[src/trpg_pkg.sv]
// types and constants for the tile row pixel generator
// no dependencies; imported by every module of the block
package trpg_pkg;

    localparam int NUM_LAYERS  = 4;
    localparam int NUM_PIXELS  = 8;
    localparam int CFG_ADDR_W  = 3;
    localparam int CFG_DATA_W  = 32;

    localparam logic [2:0]            LAST_COL    = 3'd7;
    localparam logic [NUM_LAYERS-1:0] MODES_RESET = 4'hf;
    localparam logic                  REG_MODES   = 1'b0;

    localparam logic [14:0] PAL4_MASK = 15'h7ff0;
    localparam logic [14:0] PAL8_MASK = 15'h7f00;

    typedef struct packed {
        logic [15:0] tile_word;
        logic [1:0]  layer;
        logic [2:0]  row;
        logic [31:0] pattern_first;
        logic [31:0] pattern_second;
    } in_beat_t;

    typedef struct packed {
        logic [14:0] pixel_index;
        logic [2:0]  column;
        logic [20:0] row_address;
        logic        last;
    } out_beat_t;

    // one decoded tile row, ready for serializing
    typedef struct packed {
        logic [20:0]                 addr;
        logic [14:0]                 pal;
        logic [NUM_PIXELS-1:0][7:0]  pix;
    } row_job_t;

endpackage

[src/tile_row_pixel_generator.sv]
// tile row pixel generator: one tile row in, eight palette-index pixel beats out
// a row goes through the input, decode, serializer and output registers in that order
// throughput: one pixel beat per cycle unless the output stalls, set by the serializer
// the input and decode registers let the next row wait while the current one is emitted
// reset: pipeline empties, all layers return to 4-bit mode
module tile_row_pixel_generator
    import trpg_pkg::*;
(
    input  logic                  clk,
    input  logic                  rst_n,
    input  logic                  psel,
    input  logic                  penable,
    input  logic                  pwrite,
    input  logic [CFG_ADDR_W-1:0] paddr,
    input  logic [CFG_DATA_W-1:0] pwdata,
    output logic [CFG_DATA_W-1:0] prdata,
    output logic                  pready,
    input  logic                  in_valid,
    output logic                  in_stall,
    input  in_beat_t              in_data,
    output logic                  out_valid,
    input  logic                  out_stall,
    output out_beat_t             out_data
);

    logic [NUM_LAYERS-1:0] modes;
    logic                  job_valid;
    logic                  job_stall;
    row_job_t              job_data;

    trpg_regs u_regs (
        .clk     (clk),
        .rst_n   (rst_n),
        .psel    (psel),
        .penable (penable),
        .pwrite  (pwrite),
        .paddr   (paddr),
        .pwdata  (pwdata),
        .prdata  (prdata),
        .pready  (pready),
        .modes   (modes)
    );

    trpg_decode u_decode (
        .clk       (clk),
        .rst_n     (rst_n),
        .modes     (modes),
        .in_valid  (in_valid),
        .in_stall  (in_stall),
        .in_data   (in_data),
        .job_valid (job_valid),
        .job_stall (job_stall),
        .job_data  (job_data)
    );

    trpg_serial u_serial (
        .clk       (clk),
        .rst_n     (rst_n),
        .job_valid (job_valid),
        .job_stall (job_stall),
        .job_data  (job_data),
        .out_valid (out_valid),
        .out_stall (out_stall),
        .out_data  (out_data)
    );

endmodule

[src/trpg_regs.sv]
// configuration register file: per-layer 4-bit mode bits behind an apb-style port
// depends on trpg_pkg
module trpg_regs
    import trpg_pkg::*;
(
    input  logic                  clk,
    input  logic                  rst_n,
    input  logic                  psel,
    input  logic                  penable,
    input  logic                  pwrite,
    input  logic [CFG_ADDR_W-1:0] paddr,
    input  logic [CFG_DATA_W-1:0] pwdata,
    output logic [CFG_DATA_W-1:0] prdata,
    output logic                  pready,
    output logic [NUM_LAYERS-1:0] modes
);

    logic [NUM_LAYERS-1:0] modes_reg;
    logic [NUM_LAYERS-1:0] modes_next;
    logic                  hit;

    assign hit = (paddr[CFG_ADDR_W-1:2] == REG_MODES);

    always_comb
    begin
        modes_next = modes_reg;
        if (psel && penable && pwrite && hit)
        begin
            modes_next = pwdata[NUM_LAYERS-1:0];
        end
    end

    always_ff @(posedge clk or negedge rst_n)
    begin
        if (!rst_n)
        begin
            modes_reg <= MODES_RESET;
        end
        else
        begin
            modes_reg <= modes_next;
        end
    end

    always_comb
    begin
        prdata = '0;
        if (hit)
        begin
            prdata[NUM_LAYERS-1:0] = modes_reg;
        end
    end

    assign pready = 1'b1;
    assign modes  = modes_reg;

endmodule

[src/trpg_decode.sv]
// input register and decode stage: mode lookup, pattern address, palette bits, pixel split
// depends on trpg_pkg
module trpg_decode
    import trpg_pkg::*;
(
    input  logic                  clk,
    input  logic                  rst_n,
    input  logic [NUM_LAYERS-1:0] modes,
    input  logic                  in_valid,
    output logic                  in_stall,
    input  in_beat_t              in_data,
    output logic                  job_valid,
    input  logic                  job_stall,
    output row_job_t              job_data
);

    logic     a_valid_reg;
    logic     a_valid_next;
    in_beat_t a_data_reg;
    logic     a_four_reg;
    logic     a_free;

    logic     b_valid_reg;
    logic     b_valid_next;
    row_job_t b_data_reg;
    row_job_t b_data_next;
    logic     b_load;

    logic [20:0] base;
    logic [20:0] offset;

    // stage b takes a new beat when empty or when its beat moves on
    assign b_load = !b_valid_reg || !job_stall;
    assign a_free = !a_valid_reg || b_load;

    assign a_valid_next = a_free ? in_valid : a_valid_reg;
    assign b_valid_next = b_load ? a_valid_reg : b_valid_reg;

    always_comb
    begin
        base   = {1'b0, a_data_reg.tile_word[13:0], a_data_reg.tile_word[15], 5'b0};
        offset = a_four_reg ? {16'b0, a_data_reg.row, 2'b0} : {15'b0, a_data_reg.row, 3'b0};
        b_data_next.addr = base + offset;
        b_data_next.pal  = a_data_reg.tile_word[14:0] & (a_four_reg ? PAL4_MASK : PAL8_MASK);
        for (int i = 0; i < NUM_PIXELS; i++)
        begin
            if (a_four_reg)
            begin
                b_data_next.pix[i] = {4'b0, a_data_reg.pattern_first[31 - 4*i -: 4]};
            end
            else if (i < NUM_PIXELS / 2)
            begin
                b_data_next.pix[i] = a_data_reg.pattern_first[31 - 8*i -: 8];
            end
            else
            begin
                b_data_next.pix[i] = a_data_reg.pattern_second[63 - 8*i -: 8];
            end
        end
    end

    always_ff @(posedge clk or negedge rst_n)
    begin
        if (!rst_n)
        begin
            a_valid_reg <= 1'b0;
            b_valid_reg <= 1'b0;
        end
        else
        begin
            a_valid_reg <= a_valid_next;
            b_valid_reg <= b_valid_next;
        end
    end

    always_ff @(posedge clk)
    begin
        if (a_free && in_valid)
        begin
            a_data_reg <= in_data;
            a_four_reg <= modes[in_data.layer];
        end
        if (b_load && a_valid_reg)
        begin
            b_data_reg <= b_data_next;
        end
    end

    assign in_stall  = !a_free;
    assign job_valid = b_valid_reg;
    assign job_data  = b_data_reg;

endmodule

[src/trpg_serial.sv]
// row serializer and output register: one pixel beat per cycle while the output is not stalled, leftmost first
// depends on trpg_pkg
module trpg_serial
    import trpg_pkg::*;
(
    input  logic      clk,
    input  logic      rst_n,
    input  logic      job_valid,
    output logic      job_stall,
    input  row_job_t  job_data,
    output logic      out_valid,
    input  logic      out_stall,
    output out_beat_t out_data
);

    logic      s_valid_reg;
    logic      s_valid_next;
    row_job_t  s_job_reg;
    logic [2:0] col_reg;
    logic [2:0] col_next;

    logic      o_valid_reg;
    logic      o_valid_next;
    out_beat_t o_data_reg;
    out_beat_t o_data_next;

    logic      o_free;
    logic      emit;
    logic      s_free;

    assign o_free = !o_valid_reg || !out_stall;
    assign emit   = s_valid_reg && o_free;
    // the held row is done once its last pixel moves to the output register
    assign s_free = !s_valid_reg || (emit && col_reg == LAST_COL);

    assign s_valid_next = s_free ? job_valid : s_valid_reg;
    assign o_valid_next = o_free ? s_valid_reg : o_valid_reg;

    always_comb
    begin
        if (s_free)
        begin
            col_next = '0;
        end
        else if (emit)
        begin
            col_next = col_reg + 3'd1;
        end
        else
        begin
            col_next = col_reg;
        end
    end

    always_comb
    begin
        o_data_next.pixel_index = {7'b0, s_job_reg.pix[col_reg]} | s_job_reg.pal;
        o_data_next.column      = col_reg;
        o_data_next.row_address = s_job_reg.addr;
        o_data_next.last        = (col_reg == LAST_COL);
    end

    always_ff @(posedge clk or negedge rst_n)
    begin
        if (!rst_n)
        begin
            s_valid_reg <= 1'b0;
            o_valid_reg <= 1'b0;
            col_reg     <= '0;
        end
        else
        begin
            s_valid_reg <= s_valid_next;
            o_valid_reg <= o_valid_next;
            col_reg     <= col_next;
        end
    end

    always_ff @(posedge clk)
    begin
        if (s_free && job_valid)
        begin
            s_job_reg <= job_data;
        end
        if (emit)
        begin
            o_data_reg <= o_data_next;
        end
    end

    assign job_stall = !s_free;
    assign out_valid = o_valid_reg;
    assign out_data  = o_data_reg;

endmodule

[config.mk]
export PLATFORM = sky130hd
export DESIGN_NAME = tile_row_pixel_generator
export DESIGN_NICKNAME = d
export VERILOG_FILES = /design/src/trpg_pkg.sv /design/src/tile_row_pixel_generator.sv /design/src/trpg_regs.sv /design/src/trpg_decode.sv /design/src/trpg_serial.sv
export SDC_FILE = /design/constraint.sdc
export NUM_CORES = 1
export LEC_CHECK = 0
export ABC_AREA = 1
export BUFFER_PORTS_ARGS = -buffer_cell sky130_fd_sc_hd__buf_2
export CORE_MARGIN = 8
export CORE_UTILIZATION = 31
export DETAILED_ROUTE_END_ITERATION = 10
export SYNTH_ARGS = -nofsm -noshare
export SYNTH_HDL_FRONTEND = slang
export SYNTH_SLANG_ARGS = --single-unit
[constraint.sdc]
create_clock -name clk -period 9.85 [get_ports clk]
set_input_delay 0 -clock clk [delete_from_list [all_inputs] [get_ports clk]]
set_output_delay 0 -clock clk [all_outputs]
set_load 0.02 [all_outputs]
==> key figures, run 1 <==
Global routing
  • Vias in the first global route: around 6800
  • All-Layer GR Usage: between 10% and 20%
  • First-pass GRT wire length: about 37 mm
  • Residual overflow from global routing: 0
  • Initial antenna violation count: 4
  • Largest net degree at the start of global routing: 94

Die
  • Die span in y: roughly 210 um
  • Die area: roughly 45000 um2
  • Chip Width: approximately 210 um
  • Row cnt: between 70 and 80
  • Starting density of the core: between 30% and 40%
  • I/O pin count: roughly 200
  • Core Area: between 30000 and 40000 um2

Final layout
  • Share of cells above drive strength 1: a little over a fifth
  • Non-Filler Instances: roughly 1600
  • Layout area overhead: 27.6%
  • # nets final: approximately 1200
  • Max reg flops: 94

Timing
  • Final hold vios: 0
  • Tcrit/Tclk final: 30.7%
  • Slew margin rel.: between 20% and 30%
  • Worst setup margin: 6.82 ns
  • Clk_skew: about 0.025 ns
  • RSZ-0062 raised after global routing: false
  • Max frequency: roughly 330 MHz
  • Actual slew at the worst max-slew pin: ~1.1 ns
  • Pins Over Slew Limit: 0
  • Fin Setup TNS: 0 ns
  • Period minus WS final: around 3 ns
  • Final hold slack: 0.0461 ns
  • Final setup viols: 0

Clock network
  • Root buffer cell: clkbuf_16
  • CTS Buf Count: 35
  • CTS Buffer Depth: 3
  • H-Tree Depth: 2
  • Reg clk slew, reported paths: around 0.06 ns
  • CTS resizes: 0
  • Clk sink count: 321
  • Clk_lat worst skew: approximately 0.52 ns
  • CTS tree: yes

Routing
  • Initial DRC Count: ~290
  • DRT antenna net count: 0
  • Post-Route WL: 23.5 mm
  • Routed length per instance: about 15 um
  • Vias per inst: 4.06
  • Vias: 6421
  • First-pass DRT Iterations: 4
  • # DRC: 0

Place
  • DP Wirelength: about 15 mm
  • Pre-CTS setup slack: roughly 6.7 ns
  • Cells after DPL: between 1000 and 1500
  • Gp weighted congestion: between 0.7 and 0.8
  • # port buffers: 140

Setup path
  • Worst setup path category: reg -> reg
  • Max FO, Critical Path: 64
  • R2R Setup Slk: about 7 ns
  • Startpoint Class: register
  • CP Capture Type: register
  • Arrival @ worst endpoint: 3.16 ns
  • CP required: approximately 10 ns

Synthesis
  • YS warnings: 0
  • Asr flop ratio synth: 3.43%
  • EDFF count, synth: a little over 300
  • Multiplexer area fraction after synthesis: less than 1%
  • Synth Area in Compound Gates: around 2.2%
  • Cells after Synth: around 790
  • Count of different cell masters after synthesis: 31
  • Post-Synth Simple-Gate Area: about a tenth
  • Post-Synth XOR/XNOR Area: less than 1%
  • Top FF cell, synth: edfxtp_1
  • Syn Area/Cell: 15.0 um2
  • Register area share after synthesis: roughly four fifths
  • Post-Synth Adder-Cell Area: less than 1%
  • Largest family of logic cells by synthesized area: simple AND/OR/NAND/NOR gates
  • FF+latch count, synth: 321
  • Mapped cell area: 11800 um2

Power and ir drop
  • Max IR drop VDD: between 150 and 200 uV
  • Leak: 5.80 nW
  • PwrDens: about 250 nW/um2

Hold path
  • Hold crit path type: in -> async

Outcome
  • Status: complete, no violations

Run
  • Max cap viols: 0
[synthesized netlist by cell type (2+ instances only)]
cell,instances,area (um2)
edfxtp_1,310,9310
nand2_1,136,510
nor2_1,77,289
inv_1,68,255
buf_4,38,285
nand3_1,33,165
a21oi_1,26,130
o21ai_0,19,95.1
nand2_2,10,62.6
buf_2,9,45.0
dfrtp_1,7,175
buf_6,5,56.3
nand3b_1,5,37.5
nand4_1,5,31.3
o21ai_1,5,25.0
dfstp_2,4,105
ha_1,4,50.1
mux2_2,4,45.0
nor2_2,4,25.0
xnor2_1,4,35.0
xor2_1,4,35.0
conb_1,2,7.51
[cell families (layout without fill, tap and decap cells)]
logic type,after synthesis,count (layout)
other,2,32
multiplexers,4,4
buffers and inverters,124,378
AND/OR/NAND/NOR,274,274
AO/OA/AOI/OAI,51,51
XOR/XNOR,8,8
flip-flops,321,321
adder cells (fa/ha/maj),4,4
[repair_timing]
action	CTS	global route
hold buffers	96	0
endpoints found under the setup margin	0	0
buffers inserted	0	0
hold endpoints to repair	104	0
[area by class of cell]
| type | count | area, um2 |
|---|---|---|
| inverter | 71 | 278 |
| sequential | 321 | 9590 |
| timing repair buffer | 243 | 1710 |
| antenna | 1 | 2.50 |
| tap | 511 | 639 |
| multi-input combinational | 372 | 1710 |
| clock buffer | 46 | 968 |
| fill | 3555 | 22500 |
| clock inverter | 18 | 211 |
[metrics by stage]
step | instance area (um2) | utilization (%) | total power [mW]
final | 15100 | 40.1 | 3.81
after global routing | 15100 | 40.1 | 4.01
after CTS | 15100 | 40.1 | 3.87
after detailed placement | 13000 | 34.4 | 2.50
after global placement | 13000 | 34.4 | 2.49
after floorplan | 12000 | - | 2.32
[power breakdown]
part | internal, mW | total [mW] | leakage, nW | switching (mW)
combinational | 0.161 | 0.571 | 2.23 | 0.410
clock | 0.803 | 1.32 | 0.570 | 0.519
sequential | 1.83 | 1.91 | 2.99 | 0.0820
[final timing paths]
check / startpoint / to / cells past startpoint
worst max-delay path: u_serial.col_reg[2]$_DFFE_PN0P_ / u_serial.s_job_reg[49]$_DFFE_PP_ / 4
worst min-delay path: rst_n / u_regs.modes[1]$_DFFE_PN1P_ / 2
worst max register to register: u_serial.col_reg[2]$_DFFE_PN0P_ / u_serial.s_job_reg[49]$_DFFE_PP_ / 4
worst min register to register: u_decode.job_data[14]$_SDFFCE_PP0P_ / u_serial.s_job_reg[14]$_DFFE_PP_ / 0
max in group asynchronous: rst_n / u_serial.col_reg[2]$_DFFE_PN0P_ / 3
min in group clk: in_data[68] / u_decode.a_four_reg$_DFFE_PP_ / 3
[per-layer routing]
metal  GRT usage [%]  wire (um)  up-vias
met1            12.3       9670     3023
met2            17.8      11600      155
li1                -          -     3189
met4            3.67        529        6
met3            3.25       1660       48
met5               0         33        -
[cell usage in the layout (no fill, tap or decap), types with 2 or more instances in the layout]
cell,n
conb_1,31
xnor2_1,4
dlygate4sd3_1,96
nand2_2,10
dfrtp_1,7
ha_1,4
clkinvlp_4,2
buf_4,7
nand3_1,33
nand2_1,136
nor2_2,4
nor2_4,3
mux2_2,4
clkinv_1,6
nand4_1,5
a21oi_1,26
clkbuf_8,3
clkinv_2,4
inv_6,3
nand3b_1,5
o21ai_1,5
edfxtp_1,310
xor2_1,4
buf_2,140
bufinv_16,4
dfstp_2,4
o21ai_0,19
nor2_1,75
clkbuf_16,36
inv_1,66
clkbuf_1,7
[worst max-delay path, stage by stage (launching register included)]
cell and delay (ns):
dfrtp_1 0.69, ha_1 0.31, a21oi_2 0.12, nor2_4 0.67
buf_4 0.76
Note: power is estimated with default switching activity, not from simulation.
==> inputs of run 2 (changes only) <==
- clock period: 9.85 -> 3.1 ns (I/O delays scaled with it)
==> key figures, run 2 (same netlist as run 1, synthesis figures left out) <==
Timing
  • Tcrit/Tclk final: between 70% and 80%
  • Pins Over Slew Limit: 0
  • Worst setup margin: about 0.71 ns
  • RSZ-0062 raised after global routing: false
  • Period minus WS final: roughly 2.4 ns
  • Slew margin rel.: 23.6%
  • Final setup viols: 0
  • Clk_skew: roughly 0.014 ns
  • Actual slew at the worst max-slew pin: 1.15 ns
  • Fin Setup TNS: 0 ns
  • Final hold vios: 0
  • Max frequency: about 420 MHz

Global routing
  • Gr busiest metal: met2
  • Grt met2 use: about 17%
  • Largest net degree at the start of global routing: between 100 and 150
  • Vias in the first global route: between 6000 and 7000
  • GR Util met3: between 2 and 3%
  • Residual overflow from global routing: 0
  • All-Layer GR Usage: under 10%
  • Routing usage on met1: around an eighth
  • Initial antenna violation count: 3
  • First-pass GRT wire length: between 30 and 40 mm

Place
  • Cells after DPL: approximately 1400
  • DP Wirelength: ~14 mm
  • Pre-CTS setup slack: 0.726 ns
  • Gp weighted congestion: ~0.77
  • Dpl cell area: approximately 13000 um2
  • # port buffers: 140

Final layout
  • Share of cells above drive strength 1: between 20% and 30%
  • Max reg flops: 94
  • Most common cell after layout, fill and taps aside: edfxtp_1
  • Commonest non-fill, non-tap cells in the layout: 310 x edfxtp_1, 140 x buf_2, 136 x nand2_1
  • Diode count: 0
  • Finished Cell Area: roughly 15000 um2
  • Non-Filler Instances: between 1500 and 2000
  • Layout area overhead: 27.0%
  • # nets final: ~1200

Routing
  • Routed length per instance: approximately 14 um
  • DRT antenna net count: 0
  • Vias per inst: around 4.0
  • Initial DRC Count: about 350
  • Vias: between 6000 and 7000
  • Post-Route WL: about 22 mm
  • # DRC: 0
  • First-pass DRT Iterations: 4

Setup path
  • Worst setup path category: reg -> reg
  • Max FO, Critical Path: 84
  • CP startpoint: u_serial.col_reg[0]$_DFFE_PN0P_
  • Startpoint Class: register
  • Reg2Reg Launch Point: u_serial.col_reg[0]$_DFFE_PN0P_
  • CP required: 3.17 ns
  • CP Capture Type: register
  • Arrival @ worst endpoint: about 2.5 ns

Power and ir drop
  • Leak: ~5.8 nW
  • PwrDens: about 800 nW/um2
  • Max IR drop VDD: 552 uV

Die
  • Die area: about 45000 um2
  • I/O pin count: about 200
  • Row cnt: ~70
  • Chip Width: 211 um
  • Starting density of the core: a little under a third
  • Core Area: about 38000 um2
  • Die span in y: approximately 210 um

Clock network
  • H-Tree Depth: 2
  • Root buffer cell: clkbuf_16
  • CTS resizes: 0
  • Reg clk slew, reported paths: 0.06 ns
  • Hold-fix buffers, CTS: 95
  • Clk sink count: 321
  • Post-CTS Setup Inserts: 0
  • CTS Buffer Depth: 3
  • Clk_lat worst skew: approximately 0.5 ns
  • CTS tree: yes
  • CTS Buf Count: 35

Outcome
  • Status: complete, no violations

Hold path
  • Hold crit path type: in -> async

Run
  • Max cap viols: 0
## run 2: changes by cell type in the layout (fill, tap and decap cells not counted), sizes merged
cell / previous run / this run
clkbuf: 46 / 36
clkinv: 11 / 17
buf: 147 / 149
clkinvlp: 2 / 4
bufinv: 4 / 3
diode: 1 / 0
dlygate4sd3: 96 / 95
inv: 72 / 71
## run 2: layer usage
metal	vias to the layer above	wire (um)
li1	3181	-
met1	2956	9350
met2	151	11100
met3	44	1350
met4	6	491
met5	-	34
## run 2: critical path, cell delays in order (launching register included)
cell      delay, ns
dfrtp_1        0.38
ha_1           0.20
ha_1           0.21
a21oi_2        0.29
nand3_1        0.17
nand2_1        0.14
clkinv_2       0.05
buf_4          0.36
## run 2: worst paths after layout
path / to / slack (ns) / cells after the start
max: u_decode.a_data_reg[1]$_DFFE_PP_ / 0.71 / 7
max reg2reg: u_decode.a_data_reg[1]$_DFFE_PP_ / 0.71 / 7
min: u_regs.modes[2]$_DFFE_PN1P_ / 0.05 / 2
min in group clk: u_decode.a_four_reg$_DFFE_PP_ / 0.05 / 3
max in group asynchronous: u_serial.out_valid$_DFFE_PN0P_ / 2.26 / 3
min reg2reg: u_serial.s_job_reg[39]$_DFFE_PP_ / 0.41 / 0
## run 2: area by class of cell
type | instances | area, um2
clock inverters | 24 | 211
clock buffers | 36 | 880
flip-flops and latches | 321 | 9590
multi-input cells | 372 | 1710
repair buffers | 244 | 1730
well taps | 511 | 639
inverters | 71 | 279
fillers | 3557 | 22600
## run 2: metrics by stage
step	hold WS [ns]	util (%)	total power, mW
2_1_floorplan	-0.296	-	7.36
3_3_place_gp	-0.117	34.5	7.90
3_5_place_dp	-0.113	34.5	7.96
4_1_cts	0.0139	39.9	12.0
5_1_grt	0.0571	39.9	12.4
6_report	0.0514	39.9	11.8
## run 2: where the power goes
group	leakage, nW	switching [mW]	internal, mW
clock	0.536	1.59	2.32
combinational	2.24	1.32	0.528
sequential	2.99	0.228	5.82
total	5.77	3.14	8.67
